## src/rtl/obb_ovl_pkg.sv

```systemverilog
// ----------------------------------------------------------------------------
// OBB versus AABB overlap package
// Register map codes and fixed widths shared by the overlap test modules.
// ----------------------------------------------------------------------------
package obb_ovl_pkg;

  localparam int REG_W      = 63;
  localparam int IN_W       = 21;
  localparam int TAG_W      = 16;
  localparam int CFG_DW     = 64;
  localparam int CFG_AW     = 6;
  localparam int SETTLE_CYC = 3;

  typedef enum logic [2:0] {
    REG_CENTER   = 3'd0,
    REG_ROW_X    = 3'd1,
    REG_ROW_Y    = 3'd2,
    REG_ROW_Z    = 3'd3,
    REG_HALF_EXT = 3'd4
  } reg_idx_t;

endpackage

```

## src/rtl/obb_ovl_setup.sv

```systemverilog
// ----------------------------------------------------------------------------
// OBB setup sequencer
// Derives row lengths, unit axes, their absolute values plus one LSB, and the
// doubled world half extents from the box registers; roots and quotients are formed one bit per cycle.
// ----------------------------------------------------------------------------
module obb_ovl_setup #(
  parameter int COORD_BITS = 21,
  parameter int FRAC_BITS  = 10
) (
  input  logic                                  clk,
  input  logic                                  rst_n,
  input  logic                                  start,
  input  logic [obb_ovl_pkg::REG_W-1:0]         row_cfg [3],
  input  logic [obb_ovl_pkg::REG_W-1:0]         ext_cfg,
  output logic                                  busy,
  output logic signed [FRAC_BITS+1:0]           u_o     [3][3],
  output logic [FRAC_BITS+1:0]                  a_o     [3][3],
  output logic signed [2*COORD_BITS+1:0]        b2_o    [3]
);
  import obb_ovl_pkg::*;

  localparam int C   = COORD_BITS;
  localparam int F   = FRAC_BITS;
  localparam int SQW = 2 * C;
  localparam int NW  = C + F;
  localparam int CW  = $clog2(NW + 1);
  localparam int UW  = F + 2;
  localparam int BW  = 2 * C + 2;

  typedef enum logic [2:0] {
    ST_SQ, ST_ROOT, ST_SCALE, ST_LOAD, ST_DIV, ST_SETTLE, ST_IDLE
  } state_t;

  state_t          state_r;
  logic [1:0]      row_r;
  logic [1:0]      k_r;
  logic [CW-1:0]   cnt_r;
  logic [SQW-1:0]  acc_r;
  logic [SQW:0]    res_r;
  logic [SQW-1:0]  bit_r;
  logic [C-1:0]    s_r;
  logic [NW-1:0]   num_r;
  logic [C-1:0]    rem_r;
  logic [NW-1:0]   quo_r;
  logic            neg_r;

  logic signed [C-1:0]   r_sel;
  logic [C-1:0]          r_mag;
  logic signed [SQW-1:0] sq_term;
  logic [SQW-1:0]        acc_sum;
  logic [SQW:0]          trial_sum;
  logic [SQW-1:0]        root_n_nxt;
  logic [SQW:0]          root_res_nxt;
  logic [C:0]            dtrial;
  logic                  dge;
  logic [C-1:0]          div_rem_nxt;
  logic [NW-1:0]         div_quo_nxt;
  logic [F:0]            q_val;
  logic signed [UW-1:0]  u_val;
  logic [UW-1:0]         a_val;
  logic signed [C-1:0]   e_sel;
  logic signed [2*C:0]   es_prod;
  logic signed [BW-1:0]  b2_val;

  always_comb begin
    r_sel   = row_cfg[row_r][k_r*C +: C];
    r_mag   = r_sel[C-1] ? (~r_sel + 1'b1) : r_sel;
    sq_term = r_sel * r_sel;
    acc_sum = acc_r + sq_term;

    trial_sum = res_r + {1'b0, bit_r};
    if ({1'b0, acc_r} >= trial_sum) begin
      root_n_nxt   = acc_r - trial_sum[SQW-1:0];
      root_res_nxt = (res_r >> 1) + {1'b0, bit_r};
    end else begin
      root_n_nxt   = acc_r;
      root_res_nxt = res_r >> 1;
    end

    dtrial      = {rem_r, num_r[NW-1]};
    dge         = dtrial >= {1'b0, s_r};
    div_rem_nxt = dge ? C'(dtrial - {1'b0, s_r}) : dtrial[C-1:0];
    div_quo_nxt = {quo_r[NW-2:0], dge};
    q_val       = div_quo_nxt[F:0];
    if (s_r == '0) begin
      u_val = '0;
      a_val = UW'(1);
    end else begin
      u_val = neg_r ? -$signed(UW'(q_val)) : $signed(UW'(q_val));
      a_val = UW'(q_val) + UW'(1);
    end

    e_sel   = ext_cfg[row_r*C +: C];
    es_prod = e_sel * $signed({1'b0, s_r});
    b2_val  = $signed({es_prod, 1'b0});
  end

  assign busy = (state_r != ST_IDLE);

  always_ff @(posedge clk) begin
    if (!rst_n || start) begin
      state_r <= ST_SQ;
      row_r   <= '0;
      k_r     <= '0;
      cnt_r   <= '0;
      acc_r   <= '0;
    end else begin
      unique case (state_r)
        ST_SQ: begin
          acc_r <= acc_sum;
          if (k_r == 2'd2) begin
            k_r     <= '0;
            res_r   <= '0;
            bit_r   <= SQW'(1) << (SQW - 2);
            cnt_r   <= '0;
            state_r <= ST_ROOT;
          end else begin
            k_r <= k_r + 2'd1;
          end
        end
        ST_ROOT: begin
          acc_r <= root_n_nxt;
          res_r <= root_res_nxt;
          bit_r <= bit_r >> 2;
          cnt_r <= cnt_r + CW'(1);
          if (cnt_r == CW'(C - 1)) begin
            s_r     <= root_res_nxt[C-1:0];
            state_r <= ST_SCALE;
          end
        end
        ST_SCALE: begin
          b2_o[row_r] <= b2_val;
          state_r     <= ST_LOAD;
        end
        ST_LOAD: begin
          num_r   <= {r_mag, F'(0)};
          neg_r   <= r_sel[C-1];
          rem_r   <= '0;
          quo_r   <= '0;
          cnt_r   <= '0;
          state_r <= ST_DIV;
        end
        ST_DIV: begin
          num_r <= num_r << 1;
          rem_r <= div_rem_nxt;
          quo_r <= div_quo_nxt;
          cnt_r <= cnt_r + CW'(1);
          if (cnt_r == CW'(NW - 1)) begin
            u_o[k_r][row_r] <= u_val;
            a_o[k_r][row_r] <= a_val;
            cnt_r           <= '0;
            if (k_r == 2'd2) begin
              k_r <= '0;
              if (row_r == 2'd2) begin
                state_r <= ST_SETTLE;
              end else begin
                row_r   <= row_r + 2'd1;
                acc_r   <= '0;
                state_r <= ST_SQ;
              end
            end else begin
              k_r     <= k_r + 2'd1;
              state_r <= ST_LOAD;
            end
          end
        end
        ST_SETTLE: begin
          cnt_r <= cnt_r + CW'(1);
          if (cnt_r == CW'(SETTLE_CYC - 1)) begin
            state_r <= ST_IDLE;
          end
        end
        ST_IDLE: begin
          cnt_r <= '0;
        end
        default: begin
          state_r <= ST_IDLE;
        end
      endcase
    end
  end

endmodule

```

## config.mk

```make
export PLATFORM = sky130hd
export DESIGN_NAME = obb_ovl_setup
export DESIGN_NICKNAME = d
export VERILOG_FILES = /design/src/rtl/obb_ovl_pkg.sv /design/src/rtl/obb_ovl_setup.sv
export SDC_FILE = /design/constraint.sdc
export NUM_CORES = 2
export LEC_CHECK = 0
export ABC_AREA = 1
export BUFFER_PORTS_ARGS = -buffer_cell sky130_fd_sc_hd__buf_2
export CAP_MARGIN = 0
export CORE_ASPECT_RATIO = 1.1
export CORE_UTILIZATION = 50
export DETAILED_ROUTE_END_ITERATION = 7
export PLACE_DENSITY = 0.72
export RECOVER_POWER = 25
export SETUP_SLACK_MARGIN = 0.1
export SYNTH_ARGS = -nofsm -noshare
export SYNTH_HDL_FRONTEND = slang
export SYNTH_SLANG_ARGS = --single-unit
```

## constraint.sdc

```tcl
create_clock -name clk -period 8.9 [get_ports clk]
set_clock_uncertainty 0.2 [all_clocks]
set_input_delay 1.78 -clock clk [delete_from_list [all_inputs] [get_ports clk]]
set_output_delay 1.78 -clock clk [all_outputs]
set_load 0.01 [all_outputs]
```

Word-level counts from Yosys, hierarchy flattened
Cells that the tools add are included.

cells by class
  $mul = 4
  shift-type cells = 2
  bitwise gates (word level) = 6
  reductions and logical operators = 24
  multiplexer cells = 43
  add/subtract/negate cells = 11
  div/mod/pow operators = 0
  magnitude comparators = 6
  equality and inequality tests = 19

operators by type and width
  operator                                      number
  bitwise mux 108 bit                           2
  two-way mux 42 bit                            5
  bitwise mux 132 bit                           1
  binary-select mux 63 bit (select 2 bit)       1
  two-way mux 63 bit                            2
  one-hot mux 42 bit (3 select lines)           1
  variable part select 63 x 8 -> 21 bit         2
  demux 44 bit (select 2 bit)                   1
  two-way mux 43 bit                            2
  one-hot mux 43 bit (2 select lines)           1
  one-hot mux 42 bit (2 select lines)           1
  demux 36 bit (select 2 bit)                   1
  one-hot mux 31 bit (2 select lines)           1
  two-way mux 12 bit                            4
  two-way mux 44 bit                            1
  adder 42 x 42 -> 43 bit                       1
  adder 43 x 42 -> 43 bit                       1
  greater-or-equal comparator 42 x 43 -> 1 bit  1
  multiplier 21 x 22 -> 43 bit                  1
  adder 42 bit                                  1
  multiplier 21 x 21 -> 42 bit                  1
  two-way mux 21 bit                            2
  one-hot mux 21 bit (2 select lines)           1
  subtractor 42 bit                             1
  43 further kinds                              79

word-level totals
  bits in registers = 571
  output and inout bits = 349
  input bits = 255
  memory bits (writable) = 0
  memories = 0
  bits in latches = 0
  logic and storage cells = 148
  ROM bits = 0

Depth between registers and ports, before layout
  word-level depth = 9
  depth in mapped cells = 43
  mapped depth without buffers = 39

Least setup slack after synthesis
OpenSTA, ideal clock, no wires.

  path kind = input -> register
  start point = input port row_cfg[167] in the netlist's numbering
  end point = register acc_r[37]
  required time = 8585 ps
  library setup time = 115 ps
  path buffers = 2
  data arrival time = 8582 ps
  setup slack = 3 ps
  stages on the path = 34
  path through = nor2_1 nor2_1 o21ai_0 a21oi_1 nor2_2 buf_2 buf_2 nor2_1 inv_1 fa_1 inv_1 fa_1 inv_1 fa_1 fa_1 inv_1 fa_1 inv_1 fa_1 fa_1 inv_1 ha_1 nand2_1 nor2_1 inv_1 nor4_1 nand3_1 nand3_1 nand2_1 nand3_1 nand2_1 nand3b_1 nand2_1 nor2_1

on the way
  word-level cells in the longest chain between the ends = 7

RTL lines
  element                                                 RTL line              text
  start: declaration                                      obb_ovl_setup.sv:13   input logic [obb_ovl_pkg::REG_W-1:0] row_cfg [3],
  binary-select mux 63 bit (select 2 bit)                 obb_ovl_setup.sv:66   r_sel = row_cfg[row_r][k_r*C +: C];
  two-way mux 63 bit (not written as such) (2 in series)  obb_ovl_setup.sv:66
  variable part select 63 x 8 -> 21 bit                   obb_ovl_setup.sv:66
  multiplier 21 x 21 -> 42 bit                            obb_ovl_setup.sv:68   sq_term = r_sel * r_sel;
  adder 42 bit                                            obb_ovl_setup.sv:69   acc_sum = acc_r + sq_term;
  one-hot mux 42 bit (3 select lines)                     obb_ovl_setup.sv:108  unique case (state_r)
  end signal: assignment                                  obb_ovl_setup.sv:110  acc_r <= acc_sum;
  end signal: assignment                                  obb_ovl_setup.sv:122  acc_r <= root_n_nxt;
  end: declaration                                        obb_ovl_setup.sv:38   logic [SQW-1:0] acc_r;

No other way between the ends. The select of a mux whose other input is x is not followed.
A chain may end at the register's enable or synchronous reset.

Final worst setup path
  start point = input port row_cfg[160] in the netlist's numbering
  end point = register acc_r[22]

Same word-level chain as after synthesis.

==> flow_results.xml <==
<?xml version="1.0" encoding="UTF-8"?>
<metrics>
  <group name="global_route">
    <metric name="maximum_number_of_pins_on_one_net_before_global_route_repair" unit="">76</metric>
    <metric name="grt_pass1_vias" unit="">52530</metric>
    <metric name="grt_antenna_before_repair" unit="">4</metric>
    <metric name="global_route.usage.total" unit="%">31.08</metric>
    <metric name="grt.overflow.total" unit="">0</metric>
    <metric name="grt_first_pass_wirelength" unit="µm">297400</metric>
  </group>
  <group name="synthesis">
    <metric name="netlist.top_cell.by_area" unit="">sky130_fd_sc_hd__fa_1</metric>
    <metric name="yosys_warnings" unit="">0</metric>
    <metric name="synth_most_common_cell" unit="">sky130_fd_sc_hd__inv_1</metric>
    <metric name="ranking_of_synthesized_cells_by_area" unit="">sky130_fd_sc_hd__fa_1 (26%), sky130_fd_sc_hd__edfxtp_1 (23%), sky130_fd_sc_hd__inv_1 (9.4%), sky130_fd_sc_hd__ha_1 (9.0%), sky130_fd_sc_hd__nand2_1 (8.9%)</metric>
    <metric name="synth_edf_count" unit="">483</metric>
    <metric name="synth.avg_cell_area" unit="µm²">8.471</metric>
    <metric name="syn-instance-count" unit="">7318</metric>
    <metric name="synth_commonest_cells" unit="">sky130_fd_sc_hd__inv_1 (1558), sky130_fd_sc_hd__nand2_1 (1470), sky130_fd_sc_hd__fa_1 (820), sky130_fd_sc_hd__nor2_1 (735), sky130_fd_sc_hd__edfxtp_1 (483)</metric>
    <metric name="synth_top_area_share" unit="%">26.48</metric>
    <metric name="ys_seq_area_share" unit="%">25.14</metric>
    <metric name="ys_ff_latch" unit="">537</metric>
    <metric name="netlist_area_pre_place" unit="µm²">61990</metric>
    <metric name="synth_top_flop_cell" unit="">sky130_fd_sc_hd__edfxtp_1</metric>
    <metric name="synthArstFlopShare" unit="%">0</metric>
    <metric name="synth.lib_cells_used.distinct" unit="">65</metric>
  </group>
  <group name="floorplanning">
    <metric name="start_util" unit="%">50.34</metric>
    <metric name="die_w" unit="µm">337.7</metric>
    <metric name="rows" unit="">135</metric>
    <metric name="floorplan.core_area" unit="µm²">123100</metric>
    <metric name="io_pins" unit="">604</metric>
    <metric name="die-height" unit="µm">371.3</metric>
    <metric name="die_area" unit="µm²">125400</metric>
  </group>
  <group name="clock_tree">
    <metric name="clk-insertion-delay-late" unit="ps">670</metric>
    <metric name="clk_pin_slew_worst_paths" unit="ps">60</metric>
    <metric name="htreeDepth" unit="">2</metric>
    <metric name="post-cts-setup-buffers" unit="">0</metric>
    <metric name="clock_tree.buffer_depth" unit="">3</metric>
    <metric name="cts_made_buffers" unit="">55</metric>
    <metric name="cts_sinks" unit="">537</metric>
    <metric name="buffer_type_at_the_clock_tree_root" unit="">sky130_fd_sc_hd__clkbuf_16</metric>
    <metric name="cts_tree" unit="">built</metric>
  </group>
  <group name="hold_path">
    <metric name="holdPathStages" unit="">2</metric>
    <metric name="holdCritPathClass" unit="">register to register</metric>
    <metric name="timing.hold.worst.start" unit="">num_r[23]</metric>
    <metric name="hold-path-endpoint" unit="">num_r[24]</metric>
  </group>
  <group name="sta">
    <metric name="layout_worst_path_cycle_share" unit="%">96.15</metric>
    <metric name="achievable-frequency" unit="MHz">116.9</metric>
    <metric name="post_layout_minimum_cycle_time" unit="ps">8557</metric>
    <metric name="transition_time_of_the_tightest_slew_check_pin" unit="ps">4001</metric>
    <metric name="slew_violations" unit="">132</metric>
    <metric name="maxSlewHeadroom" unit="%">-166.7</metric>
    <metric name="timing.hold.ws" unit="ps">305.6</metric>
    <metric name="rsz0062_at_grt" unit="">true</metric>
    <metric name="setup_violations" unit="">0</metric>
    <metric name="hold_viol" unit="">0</metric>
  </group>
  <group name="cells_and_area">
    <metric name="finish.cell_count_without_fillers" unit="">9874</metric>
    <metric name="design.final.nets" unit="">9705</metric>
    <metric name="nFillCells" unit="">11310</metric>
    <metric name="area_growth_syn_to_layout" unit="%">15.10</metric>
    <metric name="final_core_utilization" unit="%">57.95</metric>
    <metric name="layout-drive-gt1-share" unit="%">11.81</metric>
    <metric name="finalInstanceArea" unit="µm²">71350</metric>
  </group>
  <group name="critical_path">
    <metric name="r2r_startpoint" unit="">row_r[1]</metric>
    <metric name="crit_top_cell" unit="">sky130_fd_sc_hd__fa_1</metric>
    <metric name="setup.worst_path.start_class" unit="">primary input</metric>
    <metric name="worstPathBufferInverterCount" unit="">9</metric>
    <metric name="critical_path.startpoint" unit="">row_cfg[160]</metric>
    <metric name="r2r_slack" unit="ps">490</metric>
    <metric name="critical-path-top-delay-family" unit="">adder cells</metric>
    <metric name="worstSetupEndpointType" unit="">register</metric>
    <metric name="regToRegEndpoint" unit="">b2_o[87]</metric>
    <metric name="timing.critical_path.required" unit="ps">9310</metric>
    <metric name="worstPathArrival" unit="ps">8960</metric>
    <metric name="critical_path_fanout_max" unit="">6</metric>
    <metric name="path_class" unit="">primary input to register</metric>
    <metric name="cpMaxStageDelayCell" unit="">sky130_fd_sc_hd__fa_1</metric>
    <metric name="critical-path-max-stage-delay" unit="ps">540</metric>
    <metric name="timing.critical_path.depth" unit="">35</metric>
    <metric name="ff2ff_path_depth" unit="">26</metric>
  </group>
  <group name="placed_design">
    <metric name="dpl_cell_area" unit="µm²">69680</metric>
    <metric name="gp_routability_congestion" unit="">0.9998</metric>
    <metric name="placedCellCount" unit="">9769</metric>
    <metric name="place.detailed.hpwl" unit="µm">161300</metric>
    <metric name="placement.io_buffers" unit="">600</metric>
  </group>
  <group name="drt">
    <metric name="remaining_drc_errors" unit="">0</metric>
    <metric name="route.final.wire_length" unit="µm">196200</metric>
    <metric name="vias_per_cell" unit="">5.379</metric>
    <metric name="routed-via-count" unit="">53113</metric>
    <metric name="dr.pass1.iters" unit="">6</metric>
    <metric name="routedWlPerCell" unit="µm">19.87</metric>
    <metric name="detailedRoute.firstIterationViolations" unit="">4499</metric>
    <metric name="ant_nets" unit="">0</metric>
  </group>
  <group name="status">
    <metric name="status" unit="">finished with violations</metric>
    <metric name="violations" unit="">max-capacitance violations, max-slew violations</metric>
  </group>
  <group name="flow_run">
    <metric name="maxCapViolations" unit="">3</metric>
  </group>
</metrics>
==> registers in the layout, indices dropped and copies added (netlist names) <==
register and count:
a_o 108, acc_r 42, b2_o 129, bit_r 21, cnt_r 5, k_r 2
neg_r 1, num_r 21, quo_r 10, rem_r 21, res_r 43, row_r 2
s_r 21, state_r 3, u_o 108
==> kinds of logic after synthesis <==
logic type	synth area share (%)
AND/OR/NAND/NOR	17.28
buffers and inverters	11.28
other	0.006049
AO/OA/AOI/OAI	8.267
adder cells (fa/ha/maj)	35.52
flip-flops	25.14
XOR/XNOR	2.501
==> per-layer routing <==
| metal | vias up | part of all wire (%) | global-route usage (%) |
|---|---|---|---|
| met5 | - | 0.013 | 0 |
| met4 | 4 | 5.3 | 14.33 |
| met3 | 515 | 7.9 | 4.741 |
| met2 | 2275 | 47 | 51.80 |
| met1 | 25849 | 40 | 39.77 |
| li1 | 24470 | - | - |
==> metrics by stage <==
step / setup slack, ps / setup TNS [ps]
6_report: 342.8 / 0
5_1_grt: 64.89 / 0
4_1_cts: 424.1 / 0
3_5_place_dp: -147.6 / -2275
3_3_place_gp: -145.5 / -506.6
2_1_floorplan: 117.8 / 0
==> cell type report <==
| type | count | area, µm² | share of cell area (%) |
|---|---|---|---|
| inverter | 1591 | 5979 | 8.380 |
| clock inverter | 38 | 524.3 | 0.7347 |
| sequential | 537 | 15590 | 21.85 |
| antenna | 1 | 2.502 | 0.003507 |
| multi-input combinational | 4981 | 39570 | 55.45 |
| clock buffer | 66 | 1490 | 2.088 |
| tap | 1644 | 2057 | 2.883 |
| timing repair buffer | 1016 | 6143 | 8.610 |
==> worst max path at each step <==
| stage | endpoint |
|---|---|
| after detailed placement | acc_r[22] |
| after global placement | acc_r[22] |
| final | acc_r[22] |
| after global routing | acc_r[22] |
| after CTS | b2_o[131] |
| after floorplan | acc_r[41] |
==> worst min-delay path, delay by kind of cell (launching register included) <==
kind | cells | cell delay [ps]
flops | 1 | 330
simple gates | 2 | 120
==> cell usage in the layout (no fill, tap or decap), types with 11 or more instances in the layout <==
master,n
sky130_fd_sc_hd__or2_2,29
sky130_fd_sc_hd__nor2_4,16
sky130_fd_sc_hd__a21oi_1,340
sky130_fd_sc_hd__nand3b_1,44
sky130_fd_sc_hd__ha_1,448
sky130_fd_sc_hd__dfxtp_1,52
sky130_fd_sc_hd__nor4_1,19
sky130_fd_sc_hd__nor2_2,17
sky130_fd_sc_hd__clkbuf_16,57
sky130_fd_sc_hd__edfxtp_1,483
sky130_fd_sc_hd__a31oi_1,28
sky130_fd_sc_hd__a21oi_2,11
sky130_fd_sc_hd__o21ai_1,38
sky130_fd_sc_hd__inv_1,1559
sky130_fd_sc_hd__nand4_1,41
sky130_fd_sc_hd__buf_4,382
sky130_fd_sc_hd__nand3_1,173
sky130_fd_sc_hd__o21ai_0,343
sky130_fd_sc_hd__xor2_1,109
sky130_fd_sc_hd__o211ai_1,16
sky130_fd_sc_hd__clkbuf_1,279
sky130_fd_sc_hd__inv_2,18
sky130_fd_sc_hd__xnor2_1,68
sky130_fd_sc_hd__buf_2,330
sky130_fd_sc_hd__a21boi_0,11
sky130_fd_sc_hd__nor3_1,49
sky130_fd_sc_hd__a21o_1,25
sky130_fd_sc_hd__nand2_1,1470
sky130_fd_sc_hd__o21bai_1,30
sky130_fd_sc_hd__buf_12,29
sky130_fd_sc_hd__nor2_1,722
sky130_fd_sc_hd__fa_1,818
sky130_fd_sc_hd__a22o_1,18
sky130_fd_sc_hd__clkinv_1,19
==> repair_timing <==
item	4_1_cts	5_1_grt
gates resized for setup	0	9
hold buffers	0	0
hold endpoints to repair	0	0
setup endpoints to repair	0	49
Power is not shown: default switching activity piles up to over one toggle a cycle in this logic, so the estimate is an artifact.
